$ cat src/hw/rtl/plsc_pkg.sv
// Shared types and constants for the pixel linear scale and clamp block.
// Used by every module in hw/rtl; depends on nothing.
package plsc_pkg;

    localparam int APB_ADDR_W = 6;
    localparam int APB_DATA_W = 64;

    localparam logic [2:0] REG_FORMAT      = 3'd0;
    localparam logic [2:0] REG_BLANK_EN    = 3'd1;
    localparam logic [2:0] REG_BLANK_VAL   = 3'd2;
    localparam logic [2:0] REG_SCALE       = 3'd3;
    localparam logic [2:0] REG_OFFSET      = 3'd4;
    localparam logic [2:0] REG_CLAMP_MIN   = 3'd5;
    localparam logic [2:0] REG_CLAMP_MAX   = 3'd6;
    localparam logic [2:0] REG_REPLACEMENT = 3'd7;

    localparam logic [2:0] FMT_UINT8   = 3'd0;
    localparam logic [2:0] FMT_INT16   = 3'd1;
    localparam logic [2:0] FMT_INT32   = 3'd2;
    localparam logic [2:0] FMT_FLOAT32 = 3'd3;
    localparam logic [2:0] FMT_FLOAT64 = 3'd4;

    localparam logic [7:0]  BYTE_MAX       = 8'd255;
    localparam logic [31:0] SCALE_RESET    = 32'h0001_0000;
    localparam logic [7:0]  F32_EXP_ONES   = 8'hFF;
    localparam logic [10:0] F64_EXP_ONES   = 11'h7FF;
    localparam logic [11:0] F32_SHIFT_BIAS = 12'd134;
    localparam logic [11:0] F64_SHIFT_BIAS = 12'd1059;
    localparam logic [11:0] F32_LEFT_MAX   = 12'd24;
    localparam logic [11:0] MANT_W         = 12'd53;
    localparam logic [47:0] Q_POS_MAG      = 48'h7FFF_FFFF_FFFF;
    localparam logic [47:0] Q_NEG_MAG      = 48'h8000_0000_0000;

    typedef struct packed {
        logic [63:0] pixel_word;
        logic        last_in;
    } t_pix_in;

    typedef struct packed {
        logic [7:0] pixel_out;
        logic       was_replaced;
        logic       last_out;
    } t_pix_out;

    typedef struct packed {
        logic [2:0]  fmt;
        logic        blank_en;
        logic [31:0] blank_val;
        logic [31:0] scale;
        logic [47:0] offset;
        logic [7:0]  clamp_min;
        logic [7:0]  clamp_max;
        logic [7:0]  replacement;
    } t_cfg;

    typedef struct packed {
        logic        is_float;
        logic        is_f64;
        logic        neg;
        logic [52:0] mant;
        logic [11:0] sh;
        logic [53:0] q_int;
        logic        repl;
        logic        last;
    } t_dec;

    typedef struct packed {
        logic [53:0] q;
        logic        repl;
        logic        last;
    } t_fix;

    typedef struct packed {
        logic [59:0] p_lo;
        logic [58:0] p_hi;
        logic        repl;
        logic        last;
    } t_prod;

    typedef struct packed {
        logic [86:0] s;
        logic        repl;
        logic        last;
    } t_sum;

endpackage

$ cat src/hw/rtl/plsc_clamp.sv
// Floor, window clamp and replacement select into the output register.
// Depends on plsc_pkg.
module plsc_clamp (
    input  logic               i_clk,
    input  logic               i_rst_n,
    input  plsc_pkg::t_cfg     i_cfg,
    input  logic               i_valid,
    input  plsc_pkg::t_sum     i_sum,
    output logic               o_done,
    output plsc_pkg::t_pix_out o_result
);

    plsc_pkg::t_pix_out r_out, n_out;
    logic               r_done;

    logic       neg;
    logic       above;
    logic [7:0] t;

    assign neg   = i_sum.s[86];
    assign above = |i_sum.s[85:40];
    assign t     = i_sum.s[39:32];

    always_comb begin
        n_out.was_replaced = i_sum.repl;
        n_out.last_out     = i_sum.last;
        priority if (i_sum.repl) begin
            n_out.pixel_out = i_cfg.replacement;
        end else if (neg) begin
            n_out.pixel_out = i_cfg.clamp_min;
        end else if (above) begin
            n_out.pixel_out = i_cfg.clamp_max;
        end else if (t < i_cfg.clamp_min) begin
            n_out.pixel_out = i_cfg.clamp_min;
        end else if (t > i_cfg.clamp_max) begin
            n_out.pixel_out = i_cfg.clamp_max;
        end else begin
            n_out.pixel_out = t;
        end
    end

    always_ff @(posedge i_clk) begin
        if (!i_rst_n) begin
            r_done <= 1'b0;
        end else begin
            r_done <= i_valid;
        end
    end

    always_ff @(posedge i_clk) begin
        r_out <= n_out;
    end

    assign o_done   = r_done;
    assign o_result = r_out;

endmodule

$ cat config.mk
export PLATFORM = sky130hd
export DESIGN_NAME = plsc_clamp
export DESIGN_NICKNAME = d
export VERILOG_FILES = /design/src/hw/rtl/plsc_pkg.sv /design/src/hw/rtl/plsc_clamp.sv
export SDC_FILE = /design/constraint.sdc
export NUM_CORES = 1
export LEC_CHECK = 0
export BUFFER_PORTS_ARGS = -buffer_cell sky130_fd_sc_hd__buf_2
export CORE_AREA = 2 2 95 97
export DETAILED_ROUTE_END_ITERATION = 8
export DIE_AREA = 0 0 97 99
export GPL_TIMING_DRIVEN = 0
export HOLD_SLACK_MARGIN = 0.03
export MAX_ROUTING_LAYER = met4
export PLACE_DENSITY = 0.64
export REMOVE_ABC_BUFFERS = 1
export SLEW_MARGIN = 15
export SYNTH_ARGS = -nofsm -noshare
export SYNTH_HDL_FRONTEND = slang
export SYNTH_SLANG_ARGS = --single-unit
$ cat constraint.sdc
create_clock -name i_clk -period 2.24 [get_ports i_clk]
set_input_delay 0.448 -clock i_clk [delete_from_list [all_inputs] [get_ports i_clk]]
set_output_delay 0.448 -clock i_clk [all_outputs]
set_load 0.005 [all_outputs]
* Yosys cells after proc, flatten, opt, wreduce, memory -nomap -nowiden
Cells that the tools add are included.
Word-level totals: input bits 232, register bits 11
Cells by class: mux-type cells 5, reductions and logical operators 1, order comparisons 2
Operators with widths (count):
- 46-bit OR reduction | 1
- 8-bit two-way mux | 5
- 8-bit greater-than comparator | 1
- 8-bit less-than comparator | 1

* Longest topological paths before layout
word-level depth 6, gate-level depth with buffers 9

* Worst setup path after synthesis
No wires, ideal clock.
kind input -> register, start point input i_cfg[14] in the netlist's numbering, end point register r_out (netlist bit o_result[3]), stages 9, setup time 122 ps, required time 2118 ps, path slack 14 ps, buffers on the path 1, arrival 2104 ps, path through inv_1 -> ha_1 -> and4_1 -> buf_4 -> nand2_4 -> and2_0 -> a31oi_2 -> a2111o_1 -> a221o_1
RTL lines:
- start: declaration | RTL line plsc_clamp.sv:6 | input plsc_pkg::t_cfg i_cfg,
- end signal: assignment | RTL line plsc_clamp.sv:51 | r_out <= n_out;
- end: declaration | RTL line plsc_clamp.sv:13 | plsc_pkg::t_pix_out r_out, n_out;

==> out/qor.csv <==
stage,metric,value,unit
synthesis,ys_seq_elements,11,
synthesis,synthTopCellsByArea,"dfxtp_1, ha_1, a2111o_1",
grt,first_global_vias,1563,
sta,whs,0.317,ns
synthesis,avgSynthCellArea,8.73,um^2
floorplan,initial_core_util,14.9,%
placed_design,pre_cts_ws,-0.562,ns
placed_design,gp_congestion,0.865,
clock_network,clk_pin_slew,0.05,ns
run_status,outcome,completed,
routing,wl_per_cell,15.8,um
floorplan,die_h,99,um
grt,grt_pass1_wl,8360,um
placed_design,port_buffers,94,
critical_path,cp-startpoint,i_cfg[13],
critical_path,crit_end,o_result[7]$_DFF_P_,
routing,drt_first_iter_violations,76,
finish,final_area,2120,um^2
placed_design,hpwlAfterDp,4640,um
finish,drive_gt1_share,51.8,%
grt,grt_max_degree,12,
power_and_ir_drop,ir_drop,0.203,mV
finish,multi_input_area,1110,um^2
routing,ant_nets,0,
sta,hold_viol,0,
hold_path,hold_path_class,in -> reg,
critical_path,cp.required,2.35,ns
grt,overflow,0,
clock_network,max-clock-path-buffers,2,
finish,antenna-diode-count,0,
synthesis,syn_inst,146,
critical_path,crit_type,in -> reg,
critical_path,start_kind,primary input,
routing,num_vias,1631,
critical_path,crit_fanout,9,
placed_design,dp_cells,344,
grt,antenna_found_initial,0,
clock_network,cts_sinks,11,
finish,area_growth,66.0,%
clock_network,cts_hold_buffers,0,
sta,worst_pin_slew,0.500,ns
power_and_ir_drop,p_per_area,355,nW/um^2
power_and_ir_drop,total_power,0.753,mW
finish,fillers,924,
critical_path,crit_arrival,2.33,ns
clock_network,clock-root-buffer,clkbuf_8,
sta,layout_setup_ws,0.0196,ns
floorplan,dieArea,9600,um^2
synthesis,synth.yosys.warnings,0,
floorplan,core_area,8550,um^2
critical_path,end_kind,flop,
sta,setup_viol,0,
routing,wl,5640,um
clock_network,cts_made_buffers,3,
routing,avgViaCountPerCell,4.57,
placed_design,dpl-instance-area,1850,um^2
job,drv_cap,0,
sta,final.period_utilization,99.1,%
synthesis,yosysTopAreaCellShare,17.3,%
finish,nets,497,
grt,track_usage,11.5,%
floorplan,rows,34,
sta,fmax,0.450,GHz
power_and_ir_drop,p_leak,1.03,nW
finish,seqCellArea,220,um^2
routing,drc,0,
synthesis,synth_cell_type_count,31,
clock_network,cts_max_level,1,
synthesis,ys_seq_area_share,17.3,%
sta,min_period,2.22,ns
synthesis,syn_area,1270,um^2
sta,max-slew-margin-rel,66.4,%
sta,slew_violations,0,
hold_path,hold_start,i_sum[0],
routing,first_pass_iters,4,
clock_network,cts_tree,built,
finish,instances_no_fill,357,
synthesis,yosys.area.top_type,dfxtp_1,
finish,fin_util,24.8,%
sta,setup_tns,0,ns
floorplan,die_w,97,um
floorplan,io_pins,243,
-- layout by cell type, fill, tap and decap left out, types with 8 or more instances in the layout --
cell	Yosys	final
ha_1	15	10
nor2_1	8	8
a2111o_1	8	8
buf_2	0	94
dfxtp_1	11	11
inv_1	18	17
and4_1	10	8
and3_1	8	8
mux2i_1	8	8
nor4_1	11	8
-- worst min path at each step --
stage / end / depth (start not counted)
global route: o_result[0]$_DFF_P_ / 1
global placement: o_result[0]$_DFF_P_ / 1
detailed placement: o_result[0]$_DFF_P_ / 1
CTS: o_result[0]$_DFF_P_ / 1
floorplan: o_result[0]$_DFF_P_ / 0
finish: o_result[0]$_DFF_P_ / 1
-- kinds of logic (layout without fill, tap and decap cells) --
group	count (synthesis)	in the layout	share of synthesized area, %
AO/OA/AOI/OAI	39	40	27.5
flip-flops	11	11	17.3
AND/OR/NAND/NOR	51	52	26.6
adder cells (fa/ha/maj)	15	15	14.7
buffers and inverters	22	123	7.65
multiplexers	8	8	6.28
-- sequential cells by signal (all words and copies together), names as in the netlist --
| name | flops |
|---|---|
| o_result | 10 |
| o_done | 1 |
-- routing by layer --
| metal | share of wire (%) | track usage, % |
|---|---|---|
| met5 | 0 | - |
| met4 | 0.34 | 1.30 |
| met3 | 8.4 | 2.62 |
| met2 | 46 | 18.3 |
| met1 | 46 | 15.3 |
-- cells in the mapped netlist --
library cell	n
a2111o_1	8
ha_1	15
nor2_1	8
inv_1	18
nor2_4	1
a21oi_1	7
a31oi_2	1
a221o_1	7
o41ai_4	1
mux2i_1	8
nand2_1	4
buf_6	1
nand2_4	1
o21a_1	7
o21ai_0	3
o21ai_2	1
and2_0	1
nor4_1	11
and2_1	1
nor4_4	1
nand4_1	4
clkbuf_1	1
nand2b_1	1
and4_1	10
buf_4	2
o221ai_1	1
a21oi_4	1
dfxtp_1	11
and3_1	8
o21ai_1	1
a2111oi_0	1
-- final cells by class --
class / instances / area share (%)
Inverter: 18 / 3.19
Multi-Input combinational cell: 115 / 52.6
Sequential cell: 11 / 10.4
Timing Repair Buffer: 101 / 25.3
Tap cell: 108 / 6.38
Clock buffer: 4 / 2.13
-- what timing repair did --
action,in CTS,in global routing
pin swaps,2,14
endpoints found under the hold margin,0,0
setup endpoints to repair,8,8
gates cloned,0,2
buffers inserted,2,5
gates resized for setup,7,17
-- power breakdown --
part	internal, mW	switching (mW)
clock network	0.125	0.0716
logic	0.165	0.175
registers	0.212	0.00430
total	0.501	0.251
-- worst max-delay path: stages --
cell and delay, ns:
buf_2 0.13, inv_1 0.07, ha_4 0.28, and4_4 0.29
nand2_8 0.07, buf_12 0.13, and3_1 0.16, a2111o_1 0.40
a221o_1 0.35
(Power assumes the default switching activity.)
