--- config.mk ---
export PLATFORM = sky130hd
export DESIGN_NAME = plsc_decode
export DESIGN_NICKNAME = d
export VERILOG_FILES = /design/src/hw/rtl/plsc_pkg.sv /design/src/hw/rtl/plsc_decode.sv
export SDC_FILE = /design/constraint.sdc
export NUM_CORES = 1
export LEC_CHECK = 0
export BUFFER_PORTS_ARGS = -buffer_cell sky130_fd_sc_hd__buf_4
export CORE_UTILIZATION = 52
export CTS_CLUSTER_DIAMETER = 80
export DETAILED_ROUTE_END_ITERATION = 12
export PLACE_DENSITY = 0.79
export SYNTH_ARGS = -nofsm -noshare
export SYNTH_HDL_FRONTEND = slang
export SYNTH_SLANG_ARGS = --single-unit
--- constraint.sdc ---
create_clock -name i_clk -period 5.5 [get_ports i_clk]
set_input_delay 1.1 -clock i_clk [delete_from_list [all_inputs] [get_ports i_clk]]
set_output_delay 1.1 -clock i_clk [all_outputs]
set_load 0.1 [all_outputs]
--- src/hw/rtl/plsc_pkg.sv ---
// Shared types and constants for the pixel linear scale and clamp block.
// Used by every module in hw/rtl; depends on nothing.
package plsc_pkg;

    localparam int APB_ADDR_W = 6;
    localparam int APB_DATA_W = 64;

    localparam logic [2:0] REG_FORMAT      = 3'd0;
    localparam logic [2:0] REG_BLANK_EN    = 3'd1;
    localparam logic [2:0] REG_BLANK_VAL   = 3'd2;
    localparam logic [2:0] REG_SCALE       = 3'd3;
    localparam logic [2:0] REG_OFFSET      = 3'd4;
    localparam logic [2:0] REG_CLAMP_MIN   = 3'd5;
    localparam logic [2:0] REG_CLAMP_MAX   = 3'd6;
    localparam logic [2:0] REG_REPLACEMENT = 3'd7;

    localparam logic [2:0] FMT_UINT8   = 3'd0;
    localparam logic [2:0] FMT_INT16   = 3'd1;
    localparam logic [2:0] FMT_INT32   = 3'd2;
    localparam logic [2:0] FMT_FLOAT32 = 3'd3;
    localparam logic [2:0] FMT_FLOAT64 = 3'd4;

    localparam logic [7:0]  BYTE_MAX       = 8'd255;
    localparam logic [31:0] SCALE_RESET    = 32'h0001_0000;
    localparam logic [7:0]  F32_EXP_ONES   = 8'hFF;
    localparam logic [10:0] F64_EXP_ONES   = 11'h7FF;
    localparam logic [11:0] F32_SHIFT_BIAS = 12'd134;
    localparam logic [11:0] F64_SHIFT_BIAS = 12'd1059;
    localparam logic [11:0] F32_LEFT_MAX   = 12'd24;
    localparam logic [11:0] MANT_W         = 12'd53;
    localparam logic [47:0] Q_POS_MAG      = 48'h7FFF_FFFF_FFFF;
    localparam logic [47:0] Q_NEG_MAG      = 48'h8000_0000_0000;

    typedef struct packed {
        logic [63:0] pixel_word;
        logic        last_in;
    } t_pix_in;

    typedef struct packed {
        logic [7:0] pixel_out;
        logic       was_replaced;
        logic       last_out;
    } t_pix_out;

    typedef struct packed {
        logic [2:0]  fmt;
        logic        blank_en;
        logic [31:0] blank_val;
        logic [31:0] scale;
        logic [47:0] offset;
        logic [7:0]  clamp_min;
        logic [7:0]  clamp_max;
        logic [7:0]  replacement;
    } t_cfg;

    typedef struct packed {
        logic        is_float;
        logic        is_f64;
        logic        neg;
        logic [52:0] mant;
        logic [11:0] sh;
        logic [53:0] q_int;
        logic        repl;
        logic        last;
    } t_dec;

    typedef struct packed {
        logic [53:0] q;
        logic        repl;
        logic        last;
    } t_fix;

    typedef struct packed {
        logic [59:0] p_lo;
        logic [58:0] p_hi;
        logic        repl;
        logic        last;
    } t_prod;

    typedef struct packed {
        logic [86:0] s;
        logic        repl;
        logic        last;
    } t_sum;

endpackage

--- src/hw/rtl/plsc_decode.sv ---
// Two-stage pixel decode: format unpack and blank or non-finite test, then float to Q32.16 shift.
// Depends on plsc_pkg.
module plsc_decode (
    input  logic              i_clk,
    input  logic              i_rst_n,
    input  plsc_pkg::t_cfg    i_cfg,
    input  logic              i_valid,
    input  plsc_pkg::t_pix_in i_pixel,
    output logic              o_valid,
    output plsc_pkg::t_fix    o_fix
);

    plsc_pkg::t_dec r_dec, n_dec;
    plsc_pkg::t_fix r_fix, n_fix;
    logic           r_dec_vld;
    logic           r_fix_vld;

    logic [63:0] w;
    logic [7:0]  e8;
    logic [10:0] e11;

    assign w   = i_pixel.pixel_word;
    assign e8  = w[30:23];
    assign e11 = w[62:52];

    // unpack the word
    always_comb begin
        n_dec          = '0;
        n_dec.last     = i_pixel.last_in;
        unique case (i_cfg.fmt)
            plsc_pkg::FMT_UINT8: begin
                n_dec.repl  = i_cfg.blank_en && (w[7:0] == i_cfg.blank_val[7:0]);
                n_dec.q_int = {30'b0, w[7:0], 16'b0};
            end
            plsc_pkg::FMT_INT16: begin
                n_dec.repl  = i_cfg.blank_en && (w[15:0] == i_cfg.blank_val[15:0]);
                n_dec.q_int = {{22{w[15]}}, w[15:0], 16'b0};
            end
            plsc_pkg::FMT_INT32: begin
                n_dec.repl  = i_cfg.blank_en && (w[31:0] == i_cfg.blank_val);
                n_dec.q_int = {{6{w[31]}}, w[31:0], 16'b0};
            end
            plsc_pkg::FMT_FLOAT32: begin
                n_dec.is_float = 1'b1;
                n_dec.repl     = (e8 == plsc_pkg::F32_EXP_ONES);
                n_dec.neg      = w[31];
                n_dec.mant     = {29'b0, (e8 != 8'd0), w[22:0]};
                n_dec.sh       = ((e8 == 8'd0) ? 12'd1 : {4'b0, e8})
                                 - plsc_pkg::F32_SHIFT_BIAS;
            end
            plsc_pkg::FMT_FLOAT64: begin
                n_dec.is_float = 1'b1;
                n_dec.is_f64   = 1'b1;
                n_dec.repl     = (e11 == plsc_pkg::F64_EXP_ONES);
                n_dec.neg      = w[63];
                n_dec.mant     = {(e11 != 11'd0), w[51:0]};
                n_dec.sh       = ((e11 == 11'd0) ? 12'd1 : {1'b0, e11})
                                 - plsc_pkg::F64_SHIFT_BIAS;
            end
            default: begin
                n_dec.repl = 1'b1;
            end
        endcase
    end

    logic        left;
    logic [11:0] rsh;
    logic [47:0] mag48;
    logic        sat;
    logic [52:0] mag;
    logic [53:0] pos;

    // shift, saturate and sign the float magnitude, or pass the integer value
    always_comb begin
        left  = !r_dec.sh[11];
        rsh   = ~r_dec.sh + 12'd1;
        mag48 = {24'b0, r_dec.mant[23:0]} << r_dec.sh[4:0];
        sat   = 1'b0;
        mag   = '0;
        if (left) begin
            if (r_dec.is_f64 || (r_dec.sh > plsc_pkg::F32_LEFT_MAX)) begin
                sat = 1'b1;
            end else begin
                sat = r_dec.neg ? (mag48 > plsc_pkg::Q_NEG_MAG) : mag48[47];
            end
            if (sat) begin
                mag = {5'b0, r_dec.neg ? plsc_pkg::Q_NEG_MAG : plsc_pkg::Q_POS_MAG};
            end else begin
                mag = {5'b0, mag48};
            end
        end else if (rsh < plsc_pkg::MANT_W) begin
            mag = r_dec.mant >> rsh[5:0];
        end
        pos        = {1'b0, mag};
        n_fix.repl = r_dec.repl;
        n_fix.last = r_dec.last;
        if (r_dec.is_float) begin
            n_fix.q = r_dec.neg ? (~pos + 54'd1) : pos;
        end else begin
            n_fix.q = r_dec.q_int;
        end
    end

    always_ff @(posedge i_clk) begin
        if (!i_rst_n) begin
            r_dec_vld <= 1'b0;
            r_fix_vld <= 1'b0;
        end else begin
            r_dec_vld <= i_valid;
            r_fix_vld <= r_dec_vld;
        end
    end

    always_ff @(posedge i_clk) begin
        r_dec <= n_dec;
        r_fix <= n_fix;
    end

    assign o_valid = r_fix_vld;
    assign o_fix   = r_fix;

endmodule

Word-level counts from Yosys, hierarchy flattened

Cells that the tools add are included.
W data, S select, Z words.

$add $sub $neg: 4
$lt $le $gt $ge: 3
Equality and inequality tests: 9
Shift-type cells: 2
Multiplexer cells: 16
Bitwise logic cells: 2
Reductions and logical operators: 10

Operators with widths:

| operator                 | number |
|---|---|
| $pmux W54 S3             | 1 |
| $pmux W66 S2             | 1 |
| $mux W54                 | 2 |
| $mux W53                 | 2 |
| $mux W48                 | 2 |
| $add A54 B1 Y54 const B  | 1 |
| $not A53 Y54             | 1 |
| $shr A53 B6 Y53          | 1 |
| $gt A48 B48 Y1 const B   | 1 |
| $shl A24 B5 Y48          | 1 |
| $eq A32 B32 Y1           | 1 |
| $eq A16 B16 Y1           | 1 |
| $add A12 B1 Y12 const B  | 1 |
| $gt A12 B5 Y1 const B    | 1 |
| $lt A12 B6 Y1 const B    | 1 |
| $not A12 Y12             | 1 |
| $sub A11 B11 Y12 const B | 1 |
| $eq A11 B11 Y1 const B   | 1 |
| $logic_not A11 Y1        | 1 |
| $mux W11                 | 1 |
| $reduce_bool A11 Y1      | 1 |
| $sub A8 B8 Y9 const B    | 1 |
| $eq A8 B8 Y1             | 1 |
| $eq A8 B8 Y1 const B     | 1 |
| 12 further kinds         | 19 |

Register bits: 182
Input bits: 208
Output and inout port bits: 57
Word-level logic and storage cells: 59

Logic depth before layout (Yosys ltp)

Depth after elaboration: 11
Depth in mapped cells: 25
Gate-level depth less buffers: 17

Least setup slack after synthesis

OpenSTA, ideal clock, no wires.

Path kind: register -> register
Start point: register r_dec[56] (netlist bit)
End point: register r_fix, in the netlist o_fix[42]
Setup time: 0.122 ns
Arrival: 5.634 ns
Required time: 5.378 ns
Setup slack: -0.256 ns
Cell stages (with the launch flop): 25
Buffers on the path: 8
Clock period less this slack: 5.756 ns
Cells stage by stage: dfxtp_1 buf_2 inv_2 buf_2 buf_2 buf_1 ha_1 buf_2 buf_2 buf_2 buf_1 mux4_2 and2_1 nand3_1 o21ai_0 nor2_1 a211oi_1 a311oi_1 ha_1 o21ai_0 nor4b_4 nand4_4 nor3b_4 nor3_1 a311o_1

RTL lines:

| element                | RTL line           | text |
|---|---|---|
| from (decl)            | plsc_decode.sv:13  | `plsc_pkg::t_dec r_dec, n_dec;` |
| from (signal assigned) | plsc_decode.sv:115 | `r_dec <= n_dec;` |
| to (signal assigned)   | plsc_decode.sv:116 | `r_fix <= n_fix;` |
| to (decl)              | plsc_decode.sv:14  | `plsc_pkg::t_fix r_fix, n_fix;` |

==> results.md <==
* Status: complete, but fails checks
* Violated checks: DRC
* Post-Syn Instances at approximately 1600
* Max Cap Viol at 0
* Via count at 14600
* H-tree Lvls at 4
* Clock transition at path regs at approximately 80 ps
* Die ar. at about 28000 um^2
* Crit Path Class: flip-flop to flip-flop
* Vias in the first global route at about 14000
* Avg Inst Size Synth at approximately 8.5 um^2
* Minimum clock period at just over 5000 ps
* Pins over their slew limit at 0
* Core Area at approximately 26000 um^2
* Number of CTS-inserted buffers at 17
* Unique masters post-synth at 101
* WL met2 at roughly 25000 um
* Nets at 2026
* Cell row count at ~60
* Post-DP HPWL at roughly 44000 um
* Slowest stage cell on the critical path: mux4_2
* Final setup vio count at 0
* Clock Skews at between 20 and 25 ps
* Endpoints failing hold at 0
* Crit-path cells: inv_2 > ha_4 > buf_8 > mux2_2 > mux4_2 > mux2i_1 > o21ai_0 > nor2_1 > a211oi_1 > a311oi_1 > ha_1 > o21ai_0 > nor4b_4 > buf_4 > nand4_4 > buf_4 > o21ai_0 > xor2_1 > mux2_2
* Placed inst area at between 15000 and 20000 um^2
* Top FF cell, synth: dfxtp_1
* Clock sink count at 160
* Max transition margin at 0.306
* Async set-reset flop share out of synthesis at 0
* DRC Markers at 3
* TritonCTS clock tree: done
* Final period utilization at 0.945
* Synth Warn # at 0
* Antenna Cells at 0
* Arrival time at the worst endpoint at 5530 ps
* Seq/Total Area, Yosys at 0.229
* CTS Hold Bufs at 0
* Met3 WL post-DR at 6090 um
* CP Capture Type: flip-flop
* Max Root-Sink Buffers at 2
* Non-Filler Instances at 2164
* Leakage at slightly below 0.007 uW
* Mapped Nets at ~1900
* Root buf cell: clkbuf_16
* Worst-Skew Late Latency at 450 ps
* Drt wl/cell at around 26 um
* Number of top-level pins at between 200 and 300
* DRT iter0 DRCs at just under 2000
* DRT Pass-1 Iters at 12
* CP max stage delay at around 500 ps
* CP Launch Type: flip-flop
* Routed wire length at 56500 um
* Initial Utilization at 0.534
* Met1 WL at 22900 um
* Port bufs at 160
* WP data required at ~5800 ps
* Most common cell on crit path: o21ai_0
* Fraction of layout cells with a size suffix above 1 at 0.293
* Setup total negative slack at 0 ps
* Vias/cell at approximately 6.8
* Seq cells post-synth at between 150 and 200
* Power Total at 4740 uW
* Layout overhead on the synthesized area at 19.8%
* RSZ-0062 raised after global routing: no
* Largest net degree at the start of global routing at 47
* DR top layer: met5
* VDD IR max at 0.193 mV
* Chip height at 166 um
* Initial antenna violation count at 2
* Dpl cells at between 2000 and 2500
* Final RePlAce weighted congestion at around 1.1
* Die Width at roughly 170 um
* Post-DRT Antenna Nets at 0
* Min-Delay Path Class: flip-flop to flip-flop
* Maximum clock rate at 192 MHz
* Total global routing overflow at 0
* Crit path max fanout at 14
* Number of synthesized flops with an enable pin at 0
* Fin area at ~17000 um^2
* Power density cells at ~280 nW/um^2
* Global-route wire length before repair at 84400 um
* Worst Max-Slew Pin Slew at just over 1000 ps
* Area of the mapped netlist at about 14000 um^2
* GR Util All Layers at 0.406
[worst max-delay path, delay by kind of cell, from the launching register on]
kind	cells	cell delay (ps)
mux	4	1390
xor+xnor	1	150
fa+ha+maj	2	660
simple gates	3	650
buf+inv	4	730
flops	1	480
compound gates	5	1010
[layout by cell type (no fill, tap or decap), types with 47 or more instances in the layout]
| cell | n |
|---|---|
| nand2_1 | 165 |
| buf_4 | 281 |
| xnor2_1 | 47 |
| a21oi_1 | 82 |
| mux2_2 | 79 |
| mux2i_1 | 93 |
| dfxtp_1 | 157 |
| o21ai_0 | 79 |
| and2_1 | 82 |
| nor2_1 | 134 |
| mux4_2 | 68 |
[synthesized netlist by cell type, types with 7 or more instances]
master,number,area (um^2)
nor2_1,134,503
buf_4,12,90.1
buf_2,33,165
xor2_1,37,324
nor3_1,44,220
o21ai_0,79,395
nand3_1,32,160
a21o_1,24,180
o221ai_1,9,78.8
or3_1,13,81.3
nor4_1,16,100
inv_1,16,60.1
o31ai_1,21,158
nand4_1,23,144
nor2b_1,11,68.8
a311o_1,7,70.1
mux4_2,68,1530
a22oi_1,14,105
mux2i_1,95,951
buf_1,13,48.8
and2_1,82,513
nand2_1,165,619
a211oi_1,16,120
xnor2_1,50,438
clkbuf_1,73,274
o22ai_1,16,100
o211ai_1,11,82.6
mux2_2,79,890
or2_2,13,81.3
nand2b_1,13,81.3
and3_1,10,62.6
a21oi_1,82,410
a31oi_1,14,87.6
dfxtp_1,160,3200
o21a_1,10,75.1
[registers in the layout (all words and copies together), names as in the netlist]
register and count:
n_fix 2, r_dec_vld 1, r_dec 100, o_valid 1, o_fix 56
[kinds of logic (layout without fill, tap and decap cells)]
| group | count (synthesis) | in the layout | share of synthesized area |
|---|---|---|---|
| AOI/OAI and AO/OA | 407 | 407 | 0.205 |
| xor gates and xnor gates | 88 | 88 | 0.0557 |
| adders and majority gates | 2 | 2 | 0.00179 |
| buffers and inverters | 156 | 341 | 0.0507 |
| DFF | 160 | 160 | 0.229 |
| muxes | 247 | 247 | 0.246 |
| and+or+nand+nor | 584 | 584 | 0.212 |
[final timing paths]
| check | from | cells after the start | slack, ps | to |
|---|---|---|---|---|
| worst min-delay path | n_fix[1]$_DFF_P_ | 0 | 330 | o_fix[1]$_DFF_P_ |
| worst max-delay path | r_dec[56]$_DFF_P_ | 19 | 300 | o_fix[32]$_DFF_P_ |
| worst min register to register | n_fix[1]$_DFF_P_ | 0 | 330 | o_fix[1]$_DFF_P_ |
| worst max register to register | r_dec[56]$_DFF_P_ | 19 | 300 | o_fix[32]$_DFF_P_ |
[layer usage]
metal | up-vias | track usage
met3 | 176 | 0.0910
met2 | 969 | 0.626
met5 | - | 0
met1 | 7021 | 0.540
met4 | 4 | 0.192
li1 | 6461 | -
[per-stage QoR]
stage / hold slack, ps / worst slack, ps / utilization
4_1_cts: 326 / 197 / 0.638
3_3_place_gp: 310 / 230 / 0.614
5_1_grt: 333 / 49.5 / 0.639
6_report: 325 / 305 / 0.639
3_5_place_dp: 315 / 205 / 0.614
2_1_floorplan: 310 / 19.9 / -
[final cells by class]
cell class                 instances  area, um^2
multi-input combinational       1328       10200
clock inverter                    15         204
timing repair buffer             289        2260
fill                            2259        9460
inverter                          20        75.1
tap                              335         419
sequential                       160        3210
clock buffer                      17         425
[power by group]
group | leakage, uW | internal, uW | switching (uW)
logic | 0.00514 | 743 | 1370
clock network | 0.000302 | 630 | 683
registers | 0.00132 | 1240 | 71.6
[repair_timing]
item / CTS / global route
setup buffers: 0 / 1
setup endpoints to repair: 0 / 24
gates resized for setup: 0 / 6
(Power assumes the default switching activity.)
