$ cat src/hw/rtl/plsc_pkg.sv
// Shared types and constants for the pixel linear scale and clamp block.
// Used by every module in hw/rtl; depends on nothing.
package plsc_pkg;

    localparam int APB_ADDR_W = 6;
    localparam int APB_DATA_W = 64;

    localparam logic [2:0] REG_FORMAT      = 3'd0;
    localparam logic [2:0] REG_BLANK_EN    = 3'd1;
    localparam logic [2:0] REG_BLANK_VAL   = 3'd2;
    localparam logic [2:0] REG_SCALE       = 3'd3;
    localparam logic [2:0] REG_OFFSET      = 3'd4;
    localparam logic [2:0] REG_CLAMP_MIN   = 3'd5;
    localparam logic [2:0] REG_CLAMP_MAX   = 3'd6;
    localparam logic [2:0] REG_REPLACEMENT = 3'd7;

    localparam logic [2:0] FMT_UINT8   = 3'd0;
    localparam logic [2:0] FMT_INT16   = 3'd1;
    localparam logic [2:0] FMT_INT32   = 3'd2;
    localparam logic [2:0] FMT_FLOAT32 = 3'd3;
    localparam logic [2:0] FMT_FLOAT64 = 3'd4;

    localparam logic [7:0]  BYTE_MAX       = 8'd255;
    localparam logic [31:0] SCALE_RESET    = 32'h0001_0000;
    localparam logic [7:0]  F32_EXP_ONES   = 8'hFF;
    localparam logic [10:0] F64_EXP_ONES   = 11'h7FF;
    localparam logic [11:0] F32_SHIFT_BIAS = 12'd134;
    localparam logic [11:0] F64_SHIFT_BIAS = 12'd1059;
    localparam logic [11:0] F32_LEFT_MAX   = 12'd24;
    localparam logic [11:0] MANT_W         = 12'd53;
    localparam logic [47:0] Q_POS_MAG      = 48'h7FFF_FFFF_FFFF;
    localparam logic [47:0] Q_NEG_MAG      = 48'h8000_0000_0000;

    typedef struct packed {
        logic [63:0] pixel_word;
        logic        last_in;
    } t_pix_in;

    typedef struct packed {
        logic [7:0] pixel_out;
        logic       was_replaced;
        logic       last_out;
    } t_pix_out;

    typedef struct packed {
        logic [2:0]  fmt;
        logic        blank_en;
        logic [31:0] blank_val;
        logic [31:0] scale;
        logic [47:0] offset;
        logic [7:0]  clamp_min;
        logic [7:0]  clamp_max;
        logic [7:0]  replacement;
    } t_cfg;

    typedef struct packed {
        logic        is_float;
        logic        is_f64;
        logic        neg;
        logic [52:0] mant;
        logic [11:0] sh;
        logic [53:0] q_int;
        logic        repl;
        logic        last;
    } t_dec;

    typedef struct packed {
        logic [53:0] q;
        logic        repl;
        logic        last;
    } t_fix;

    typedef struct packed {
        logic [59:0] p_lo;
        logic [58:0] p_hi;
        logic        repl;
        logic        last;
    } t_prod;

    typedef struct packed {
        logic [86:0] s;
        logic        repl;
        logic        last;
    } t_sum;

endpackage

$ cat src/hw/rtl/plsc_regs.sv
// APB configuration registers for the pixel linear scale and clamp block.
// Depends on plsc_pkg.
module plsc_regs (
    input  logic                                i_clk,
    input  logic                                i_rst_n,
    input  logic                                psel,
    input  logic                                penable,
    input  logic                                pwrite,
    input  logic [plsc_pkg::APB_ADDR_W-1:0]     paddr,
    input  logic [plsc_pkg::APB_DATA_W-1:0]     pwdata,
    output logic [plsc_pkg::APB_DATA_W-1:0]     prdata,
    output logic                                pready,
    output plsc_pkg::t_cfg                      o_cfg
);

    plsc_pkg::t_cfg r_cfg;
    logic [2:0]     idx;
    logic           wr;

    assign idx    = paddr[5:3];
    assign wr     = psel && penable && pwrite;
    assign pready = 1'b1;
    assign o_cfg  = r_cfg;

    always_ff @(posedge i_clk) begin
        if (!i_rst_n) begin
            r_cfg.fmt         <= plsc_pkg::FMT_UINT8;
            r_cfg.blank_en    <= 1'b0;
            r_cfg.blank_val   <= '0;
            r_cfg.scale       <= plsc_pkg::SCALE_RESET;
            r_cfg.offset      <= '0;
            r_cfg.clamp_min   <= '0;
            r_cfg.clamp_max   <= plsc_pkg::BYTE_MAX;
            r_cfg.replacement <= '0;
        end else if (wr) begin
            unique case (idx)
                plsc_pkg::REG_FORMAT:      r_cfg.fmt         <= pwdata[2:0];
                plsc_pkg::REG_BLANK_EN:    r_cfg.blank_en    <= pwdata[0];
                plsc_pkg::REG_BLANK_VAL:   r_cfg.blank_val   <= pwdata[31:0];
                plsc_pkg::REG_SCALE:       r_cfg.scale       <= pwdata[31:0];
                plsc_pkg::REG_OFFSET:      r_cfg.offset      <= pwdata[47:0];
                plsc_pkg::REG_CLAMP_MIN:   r_cfg.clamp_min   <= pwdata[7:0];
                plsc_pkg::REG_CLAMP_MAX:   r_cfg.clamp_max   <= pwdata[7:0];
                plsc_pkg::REG_REPLACEMENT: r_cfg.replacement <= pwdata[7:0];
            endcase
        end
    end

    always_comb begin
        unique case (idx)
            plsc_pkg::REG_FORMAT:      prdata = {61'b0, r_cfg.fmt};
            plsc_pkg::REG_BLANK_EN:    prdata = {63'b0, r_cfg.blank_en};
            plsc_pkg::REG_BLANK_VAL:   prdata = {32'b0, r_cfg.blank_val};
            plsc_pkg::REG_SCALE:       prdata = {32'b0, r_cfg.scale};
            plsc_pkg::REG_OFFSET:      prdata = {16'b0, r_cfg.offset};
            plsc_pkg::REG_CLAMP_MIN:   prdata = {56'b0, r_cfg.clamp_min};
            plsc_pkg::REG_CLAMP_MAX:   prdata = {56'b0, r_cfg.clamp_max};
            plsc_pkg::REG_REPLACEMENT: prdata = {56'b0, r_cfg.replacement};
        endcase
    end

endmodule

$ cat config.mk
export PLATFORM = sky130hd
export DESIGN_NAME = plsc_regs
export DESIGN_NICKNAME = d
export VERILOG_FILES = /design/src/hw/rtl/plsc_pkg.sv /design/src/hw/rtl/plsc_regs.sv
export SDC_FILE = /design/constraint.sdc
export NUM_CORES = 1
export LEC_CHECK = 0
export BUFFER_PORTS_ARGS = -buffer_cell sky130_fd_sc_hd__buf_2
export CELL_PAD_IN_SITES_DETAIL_PLACEMENT = 1
export CELL_PAD_IN_SITES_GLOBAL_PLACEMENT = 1
export CORE_AREA = 5 5 142 144
export DETAILED_ROUTE_END_ITERATION = 12
export DIE_AREA = 0 0 147 149
export GPL_ROUTABILITY_DRIVEN = 0
export GPL_TIMING_DRIVEN = 0
export PLACE_DENSITY = 0.92
export SLEW_MARGIN = 0
export SYNTH_ARGS = -nofsm -noshare
export SYNTH_HDL_FRONTEND = slang
export SYNTH_SLANG_ARGS = --single-unit
export TNS_END_PERCENT = 1
$ cat constraint.sdc
create_clock -name i_clk -period 1.9 [get_ports i_clk]
set_clock_uncertainty 0.15 [all_clocks]
set_input_delay 0.38 -clock i_clk [delete_from_list [all_inputs] [get_ports i_clk]]
set_output_delay 0.38 -clock i_clk [all_outputs]
set_load 0.01 [all_outputs]
# [After elaboration in Yosys (flattened, before gate mapping)]
# Cells that the tools add are included.
# Widths: inputs -> output; s select.
[totals] wordCells=27 inputBits=75 reg_bits=140
[classes] n_mux=1 n_eq_ne=7 reduce_logical=11
[ops] op="$pmux 64 s8" n=1
[ops] op="$reduce_and 2->1" n=8
[ops] op="$eq 3x3->1 const B" n=4
[ops] op="$eq 3x2->1 const B" n=2
[ops] op="$eq 3x1->1 const B" n=1
[ops] op="$logic_not 3->1" n=1
[ops] op="$logic_and 1x1->1" n=2

# [Logic depth before layout (Yosys ltp)]
# Gate-level depths: netlist of run 1.
[depth] depth_word=3 ltp_mapped=6 mapped_depth_nobuf=3

# [Least setup slack after synthesis of run 1]
# No wires, ideal clock.
[synth_timing] kind="input port to output port" startpoint="input paddr[5] in the netlist's numbering" endpoint="output prdata[0] in the netlist's numbering" cell_stages=5 t_required_ns=1.370 arrival_time_ns=1.418 path_buffers=3 slack_ns=-0.048 cell_sequence="buf_2 clkbuf_1 buf_2 a41oi_1 a31oi_1"
[synth_between] elab_chain_len=2 elab_cells_between_ends=9
[synth_rtl] element="start: declaration" line_no="plsc_regs.sv:9" rtl="input logic [plsc_pkg::APB_ADDR_W-1:0] paddr,"
[synth_rtl] element="$eq 3x3->1, or another cell as far along" line_no="plsc_regs.sv:50" rtl="unique case (idx)"
[synth_rtl] element="$pmux 64 s8 *" line_no="plsc_regs.sv:50"
[synth_rtl] element="end: declaration" line_no="plsc_regs.sv:11" rtl="output logic [plsc_pkg::APB_DATA_W-1:0] prdata,"
# Every way passes the cells marked *; elsewhere a longest branch is shown, timed or not. The select of a mux whose other input is x is not followed.

# [Worst setup path in the final report of run 1]
[layout_timing] startpoint="register r_cfg, in the netlist o_cfg[7]" endpoint="output prdata[7] in the netlist's numbering"
[layout_between] elab_chain_len=1
[layout_rtl] element="start: declaration" line_no="plsc_regs.sv:16" rtl="plsc_pkg::t_cfg r_cfg;"
[layout_rtl] element="$pmux 64 s8" line_no="plsc_regs.sv:50"
# Every way passes these cells. The select of a mux whose other input is x is not followed.

==> insert_results.sql, run 1 <==
INSERT INTO impl_metrics (metric_group, metric, value, unit) VALUES
('run_status', 'status', 'finished, violations left', ''),
('run_status', 'violations', 'negative setup slack', ''),
('sta', 'worst_slew_pin_slew', '0.7527', 'ns'),
('setup_path', 'critical_path.reg2reg.startpoint', 'o_cfg[15]$_SDFFE_PN1P_', ''),
('global_routing', 'residual_overflow_from_global_routing', '0', ''),
('setup_path', 'worst_path_dominant_cell_family', 'compound AO/OA/AOI/OAI gates', ''),
('synthesis', 'syn_avg_cell_area', '9.536', 'um2'),
('power_and_ir_drop', 'clock_power_share', '47.1', '%'),
('setup_path', 'worstPathBufferInverterCount', '1', ''),
('floorplanning', 'fp.dieH', '149', 'um'),
('cells_and_area', 'finalNetCount', '1027', ''),
('cts', 'cts.hold.buffers_added', '0', ''),
('setup_path', 'cp_max_fo', '2', ''),
('power_and_ir_drop', 'power.ir.vdd_worst', '0.6112', 'mV'),
('setup_path', 'timing.critical_path.to', 'prdata[7]', ''),
('setup_path', 'worstRegToRegCells', '3', ''),
('power_and_ir_drop', 'combPwrFrac', '9.0', '%'),
('cells_and_area', 'num_antenna_cells', '0', ''),
('detailed_routing', 'drt-pass1-iter-count', '4', ''),
('place', 'placement.cell_area', '0.008003', 'mm2'),
('sta', 'max_freq', '453.9', 'MHz'),
('floorplanning', 'initial_utilization', '34.69', '%'),
('global_routing', 'first_pass_grt_wire_length', '40870', 'um'),
('sta', 'final_critical_path_setup_slack', '-0.3032', 'ns'),
('detailed_routing', 'antenna_violating_nets_post_route', '0', ''),
('sta', 'final_count_of_pins_violating_max_slew', '0', ''),
('power_and_ir_drop', 'intPower', '4.903', 'mW'),
('cells_and_area', 'largest_register_ff_count', '140', ''),
('worst_hold_path', 'hold_path_class', 'in2reg', ''),
('sta', 'setup-tns-final', '-3.592', 'ns'),
('power_and_ir_drop', 'power_density_over_the_cells', '770.2', 'mW/mm2'),
('floorplanning', 'top_level_pins', '280', ''),
('cts', 'clock_tree.root_cell', 'sky130_fd_sc_hd__clkbuf_16', ''),
('floorplanning', 'die_area', '0.02190', 'mm2'),
('cells_and_area', 'final_core_utilization', '47.44', '%'),
('cts', 'cts_inserted_buffers', '17', ''),
('sta', 'finalHoldViolCount', '0', ''),
('place', 'placement.io_buffers', '241', ''),
('synthesis', 'post_synth_num_cell_types', '44', ''),
('floorplanning', 'die_w', '147', 'um'),
('setup_path', 'required', '1.37', 'ns'),
('power_and_ir_drop', 'power.switching', '1.886', 'mW'),
('synthesis', 'mappedNetlistArea', '0.006446', 'mm2'),
('sta', 'report.final.setup_viol', '32', ''),
('cells_and_area', 'ff_latch_area', '0.002819', 'mm2'),
('cells_and_area', 'layout_commonest_cell', 'sky130_fd_sc_hd__buf_2', ''),
('setup_path', 'cpMaxStageDelayCell', 'sky130_fd_sc_hd__dfxtp_2', ''),
('setup_path', 'worst_path_largest_cell_delay', '0.33', 'ns'),
('setup_path', 'worstReg2RegEnd', 'o_cfg[15]$_SDFFE_PN1P_', ''),
('setup_path', 'critical_path_cell_by_cell', 'mux2_2, a22o_1, a221o_1, buf_2', ''),
('detailed_routing', 'residual_drc_count', '0', ''),
('job', 'max_capacitance_violation_count', '0', ''),
('setup_path', 'critical_path.endpoint_type', 'output pin', ''),
('cts', 'clk_pin_slew_worst_paths', '0.06', 'ns'),
('cells_and_area', 'instances_no_fill', '1199', ''),
('sta', 'timing.slew.headroom', '49.82', '%'),
('setup_path', 'worst-path-stages', '4', ''),
('cells_and_area', 'drive_above_1_share', '37.82', '%'),
('sta', 'post-route-period-util', '116.0', '%'),
('power_and_ir_drop', 'power.share.switching', '27.78', '%'),
('cells_and_area', 'nFillCells', '2205', ''),
('floorplanning', 'num_rows', '50', ''),
('power_and_ir_drop', 'power', '6.789', 'mW'),
('global_routing', 'grt.total_usage', '24.09', '%'),
('global_routing', 'grt_antenna_before_repair', '1', ''),
('cells_and_area', 'most-common-layout-cells', 'sky130_fd_sc_hd__buf_2 (240), sky130_fd_sc_hd__nand2_1 (180), sky130_fd_sc_hd__mux2i_1 (158)', ''),
('cells_and_area', 'fin_area', '0.008815', 'mm2'),
('setup_path', 'cp_data_arrival_time', '1.67', 'ns'),
('setup_path', 'worst_setup_path_start_kind', 'flop', ''),
('floorplanning', 'core_region_area', '0.01858', 'mm2'),
('power_and_ir_drop', 'sequential_fraction_of_design_power', '43.9', '%');
-- power groups by stage --
stage               Clock, mW  Combinational (mW)  Sequential, mW
floorplan                   0               0.305            3.05
global placement            0               0.540            3.04
detailed placement          0               0.556            3.04
CTS                      3.24               0.599            2.98
global route             3.38               0.655            2.98
finish                   3.20               0.612            2.98
-- worst register-to-register path, stage by stage, from the launching register on --
cell and delay (ns):
sky130_fd_sc_hd__dfxtp_2 0.32, sky130_fd_sc_hd__buf_4 0.13, sky130_fd_sc_hd__o21ai_0 0.08, sky130_fd_sc_hd__o311ai_0 0.15
-- kinds of logic (layout without fill, tap and decap cells) --
| family | count (synthesis) | in the layout | synth area share (%) |
|---|---|---|---|
| mux | 167 | 167 | 26.63 |
| other cells | 2 | 17 | 0.1165 |
| flops | 140 | 140 | 43.48 |
| buf+inv | 81 | 355 | 6.793 |
| simple gates | 223 | 223 | 15.22 |
| compound gates | 63 | 63 | 7.764 |
-- cell usage after synthesis --
library cell,instances,area (um2)
sky130_fd_sc_hd__nand2_1,182,683.2
sky130_fd_sc_hd__mux2i_1,158,1582
sky130_fd_sc_hd__a22o_1,2,17.52
sky130_fd_sc_hd__nand2b_4,1,13.76
sky130_fd_sc_hd__conb_1,2,7.510
sky130_fd_sc_hd__a32oi_1,1,8.760
sky130_fd_sc_hd__nand2b_1,1,6.260
sky130_fd_sc_hd__nor2b_1,3,18.77
sky130_fd_sc_hd__and4_1,1,8.760
sky130_fd_sc_hd__nor2_4,2,22.52
sky130_fd_sc_hd__buf_6,2,22.52
sky130_fd_sc_hd__inv_1,11,41.29
sky130_fd_sc_hd__a211oi_1,1,7.510
sky130_fd_sc_hd__o21bai_1,1,7.510
sky130_fd_sc_hd__clkbuf_1,26,97.59
sky130_fd_sc_hd__dfxtp_1,140,2803
sky130_fd_sc_hd__nor4bb_1,1,10.01
sky130_fd_sc_hd__nand4b_1,1,8.760
sky130_fd_sc_hd__mux4_2,3,67.56
sky130_fd_sc_hd__o2bb2ai_1,24,210.2
sky130_fd_sc_hd__mux2_2,6,67.56
sky130_fd_sc_hd__o31a_1,1,8.760
sky130_fd_sc_hd__o41ai_1,1,8.760
sky130_fd_sc_hd__a22oi_1,1,7.510
sky130_fd_sc_hd__a41oi_1,1,8.760
sky130_fd_sc_hd__nor4_1,2,12.51
sky130_fd_sc_hd__nand4_2,1,12.51
sky130_fd_sc_hd__or3_1,1,6.260
sky130_fd_sc_hd__nor3b_1,2,15.01
sky130_fd_sc_hd__a31oi_1,2,12.51
sky130_fd_sc_hd__and2_1,16,100.1
sky130_fd_sc_hd__o21ai_0,12,60.06
sky130_fd_sc_hd__nand4b_4,1,23.77
sky130_fd_sc_hd__buf_2,8,40.04
sky130_fd_sc_hd__nor2_2,2,12.51
sky130_fd_sc_hd__a221oi_1,2,17.52
sky130_fd_sc_hd__o311a_1,1,10.01
sky130_fd_sc_hd__buf_4,29,217.7
sky130_fd_sc_hd__a221o_1,2,20.02
sky130_fd_sc_hd__o311ai_0,10,87.58
sky130_fd_sc_hd__o31ai_1,1,7.510
sky130_fd_sc_hd__nand3b_1,1,7.510
sky130_fd_sc_hd__nor2_1,5,18.77
sky130_fd_sc_hd__buf_1,5,18.77
-- worst min-delay path by stage --
stage	from	endpoint	slack (ns)	depth (start not counted)
5_1_grt	pwdata[35]	o_cfg[59]$_SDFFE_PN0P_	0.05	3
2_1_floorplan	o_cfg[24]$_SDFFE_PN0P_	o_cfg[24]$_SDFFE_PN0P_	0.34	2
3_3_place_gp	o_cfg[65]$_SDFFE_PN0P_	o_cfg[65]$_SDFFE_PN0P_	0.30	2
6_report	pwdata[47]	o_cfg[71]$_SDFFE_PN0P_	0.06	3
4_1_cts	pwdata[33]	o_cfg[57]$_SDFFE_PN0P_	0.04	3
3_5_place_dp	o_cfg[52]$_SDFFE_PN0P_	o_cfg[52]$_SDFFE_PN0P_	0.31	2
-- through the flow --
step           worst slack, ns  hold WS [ns]
3_3_place_gp           -0.8873        0.3007
2_1_floorplan         -0.02317        0.3366
3_5_place_dp           -0.8924        0.3138
4_1_cts                -0.3415       0.04061
5_1_grt                -0.3750       0.05096
6_report               -0.3032       0.05578
-- final cells by class --
type	count	share of cell area, %
buffer	69	6.089
sequential	140	31.98
clock buffer	17	4.826
clock inverter	15	1.476
multi-input combinational	470	37.70
timing repair buffer	243	14.14
tap	234	3.322
inverter	11	0.4684
-- per-layer routing --
layer / GRT usage (%) / vias up / routed length, um
met4: 7.689 / 2 / 541
met2: 43.67 / 256 / 13840
li1: - / 2839 / -
met5: 0 / - / 11
met3: 5.895 / 42 / 1542
met1: 27.98 / 3134 / 11050
-- what timing repair did --
item	4_1_cts	5_1_grt
setup buffers	2	0
gates resized for setup	64	18
setup endpoints to repair	48	51
pin swaps	4	3
Power figures use the tool's default switching activity.
==> run 2, diff against run 1 <==
--- a/config.mk
+++ b/config.mk
@@ -6,15 +6,14 @@
 export NUM_CORES = 1
 export LEC_CHECK = 0
 export BUFFER_PORTS_ARGS = -buffer_cell sky130_fd_sc_hd__buf_2
-export CELL_PAD_IN_SITES_DETAIL_PLACEMENT = 1
+export CELL_PAD_IN_SITES_DETAIL_PLACEMENT = 0
 export CELL_PAD_IN_SITES_GLOBAL_PLACEMENT = 1
 export CORE_AREA = 5 5 142 144
 export DETAILED_ROUTE_END_ITERATION = 12
 export DIE_AREA = 0 0 147 149
-export GPL_ROUTABILITY_DRIVEN = 0
 export GPL_TIMING_DRIVEN = 0
 export PLACE_DENSITY = 0.92
-export SLEW_MARGIN = 0
+export SLEW_MARGIN = 20
 export SYNTH_ARGS = -nofsm -noshare
 export SYNTH_HDL_FRONTEND = slang
 export SYNTH_SLANG_ARGS = --single-unit
==> run 2 against run 1 <==
Net effect: the run still ends with negative setup slack left; worst hold slack worse by 0.0065 ns; non-clock buffer count is 2 lower; setup slack worse by 0.0043 ns; largest cell class unchanged; largest power group unchanged.
==> insert_results.sql, run 2 (synthesis results as in run 1) <==
INSERT INTO impl_metrics (metric_group, metric, value, unit) VALUES
('detailed_routing', 'detailedRoute.firstIterationViolations', '316', ''),
('place', 'placement.cell_area', '0.008003', 'mm2'),
('worst_hold_path', 'hold_path_class', 'in2reg', ''),
('cells_and_area', 'finalNetCount', '1025', ''),
('cts', 'cts_max_level', '4', ''),
('detailed_routing', 'residual_drc_count', '0', ''),
('detailed_routing', 'dr_vias', '5972', ''),
('floorplanning', 'num_rows', '50', ''),
('detailed_routing', 'vias_per_cell', '4.989', ''),
('setup_path', 'critical_path.endpoint_type', 'output pin', ''),
('sta', 'max_freq', '453.0', 'MHz'),
('global_routing', 'gr-usage-met2', '35.77', '%'),
('cts', 'cts.hold.buffers_added', '0', ''),
('cells_and_area', 'num_antenna_cells', '0', ''),
('power_and_ir_drop', 'power', '7.061', 'mW'),
('floorplanning', 'die_w', '147', 'um'),
('power_and_ir_drop', 'cell_leakage_power', '3.991', 'nW'),
('setup_path', 'cpMaxStageDelayCell', 'sky130_fd_sc_hd__dfxtp_2', ''),
('sta', 'post-route-period-util', '116.2', '%'),
('floorplanning', 'top_level_pins', '280', ''),
('detailed_routing', 'totalWireLength', '23810', 'um'),
('setup_path', 'worst_path_dominant_cell_family', 'compound AO/OA/AOI/OAI gates', ''),
('place', 'detailed_place_hpwl', '17520', 'um'),
('cells_and_area', 'drive_above_1_share', '37.90', '%'),
('job', 'max_capacitance_violation_count', '0', ''),
('global_routing', 'first_global_vias', '6082', ''),
('setup_path', 'cp_max_fo', '3', ''),
('sta', 'whs', '0.04931', 'ns'),
('cts', 'cts_inserted_buffers', '17', ''),
('setup_path', 'cp_data_arrival_time', '1.68', 'ns'),
('run_status', 'violations', 'negative setup slack', ''),
('cells_and_area', 'syn2layout_area_growth', '37.97', '%'),
('cells_and_area', 'most-common-layout-cells', 'sky130_fd_sc_hd__buf_2 (240), sky130_fd_sc_hd__nand2_1 (181), sky130_fd_sc_hd__mux2i_1 (156)', ''),
('cts', 'clock_tree.root_cell', 'sky130_fd_sc_hd__clkbuf_16', ''),
('place', 'place.detailed.instances', '1166', ''),
('global_routing', 'first_pass_grt_wire_length', '36220', 'um'),
('cts', 'tritoncts', 'yes', ''),
('detailed_routing', 'drt-pass1-iter-count', '5', ''),
('detailed_routing', 'routedWlPerCell', '19.89', 'um'),
('sta', 'report.final.setup_viol', '32', ''),
('power_and_ir_drop', 'power.ir.vdd_worst', '0.5932', 'mV'),
('place', 'dp_worst_setup_slack', '-0.8875', 'ns'),
('setup_path', 'required', '1.37', 'ns'),
('floorplanning', 'initial_utilization', '34.69', '%'),
('run_status', 'status', 'finished, violations left', ''),
('power_and_ir_drop', 'power_density_over_the_cells', '794.0', 'mW/mm2'),
('setup_path', 'worst_path_largest_cell_delay', '0.33', 'ns'),
('floorplanning', 'core_region_area', '0.01858', 'mm2'),
('sta', 'finalCriticalPeriod', '2.207', 'ns'),
('sta', 'timing.slew.headroom', '47.67', '%'),
('floorplanning', 'die_area', '0.02190', 'mm2'),
('global_routing', 'grt_antenna_before_repair', '1', ''),
('cts', 'cts_max_path_buffers', '2', ''),
('setup_path', 'critical_path_cell_by_cell', 'mux2_2, a22o_1, a221o_1, buf_2', ''),
('cts', 'postCtsSetupRepairBufs', '0', ''),
('cts', 'clk_pin_slew_worst_paths', '0.06', 'ns'),
('global_routing', 'grt-busiest-layer', 'met2', ''),
('sta', 'final_count_of_pins_violating_max_slew', '0', ''),
('sta', 'final_critical_path_setup_slack', '-0.3075', 'ns'),
('cells_and_area', 'largest_register_ff_count', '140', ''),
('sta', 'finalHoldViolCount', '0', ''),
('cts', 'clk_latency', '0.42', 'ns'),
('cells_and_area', 'instances_no_fill', '1197', ''),
('place', 'place_congestion', '0.8758', ''),
('global_routing', 'grt.total_usage', '21.34', '%'),
('global_routing', 'groute.layer.met1.usage', '26.91', '%'),
('setup_path', 'worst_setup_path_start_kind', 'flop', ''),
('global_routing', 'residual_overflow_from_global_routing', '0', ''),
('setup_path', 'criticalPathCategory', 'reg2out', ''),
('sta', 'worst_slew_pin_slew', '0.7850', 'ns'),
('detailed_routing', 'antenna_violating_nets_post_route', '0', ''),
('cells_and_area', 'fin_area', '0.008894', 'mm2'),
('global_routing', 'grt.met3_usage', '5.864', '%'),
('cts', 'clkSinkCount', '140', ''),
('sta', 'setup_repair_after_global_routing_missed_its_margin', 'yes', ''),
('setup_path', 'worstPathBufferInverterCount', '1', ''),
('global_routing', 'largest_net_degree_at_the_start_of_global_routing', '17', ''),
('floorplanning', 'fp.dieH', '149', 'um'),
('cells_and_area', 'layout_commonest_cell', 'sky130_fd_sc_hd__buf_2', ''),
('place', 'placement.io_buffers', '241', '');
==> run 2: changes by cell type in the layout (fill, tap and decap cells not counted), sizes merged <==
| cell | before | now |
|---|---|---|
| inv | 19 | 13 |
| clkbuf | 42 | 43 |
| clkinvlp | 4 | 1 |
| buf | 287 | 286 |
| bufinv | 0 | 3 |
| clkinv | 3 | 7 |
==> run 2: metal layers <==
metal  wire [um]  up-vias
li1            -     2844
met2       11640      236
met4         358        2
met3        1674       28
met1       10130     2862
met5           7        -
==> run 2: final timing paths <==
path,startpoint,end,slack (ns),depth (start not counted)
hold / removal,pwdata[36],o_cfg[60]$_SDFFE_PN0P_,0.05,3
setup / recovery,o_cfg[7]$_SDFFE_PN0P_,prdata[7],-0.31,4
setup reg to reg,o_cfg[88]$_SDFFE_PN1P_,o_cfg[88]$_SDFFE_PN1P_,0.99,2
hold reg to reg,o_cfg[66]$_SDFFE_PN0P_,o_cfg[66]$_SDFFE_PN0P_,0.32,2
==> run 2: cell type report <==
class | count | area, um2
inverter | 11 | 41.29
clock inverter | 13 | 165.2
sequential | 140 | 2814
buffer | 69 | 531.8
timing repair buffer | 241 | 1236
multi-input combinational | 470 | 3359
fill | 1767 | 9687
tap | 234 | 292.8
clock buffer | 19 | 452.9
==> run 2: worst register-to-register path: cells and delay by family, from the launching register on <==
family	cells	cell delay [ns]
DFF	1	0.37
AOI/OAI and AO/OA	2	0.23
==> run 2: repair_timing <==
action	in CTS	in global routing
endpoints found under the setup margin	48	49
resized for setup	59	26
pin swaps	3	4
==> run 2: where the power goes <==
part / leakage (nW) / switching, mW / internal, mW
clock: 0.304 / 1.34 / 2.14
combinational: 2.56 / 0.366 / 0.228
sequential: 1.13 / 0.0201 / 2.96
total: 3.99 / 1.73 / 5.33
==> run 2: stage by stage <==
step,util [%],setup TNS [ns]
after floorplan,-,-0.02317
after global placement,43.07,-43.81
after detailed placement,43.07,-47.35
after CTS,47.36,-4.020
after global routing,47.87,-4.962
final,47.87,-3.221
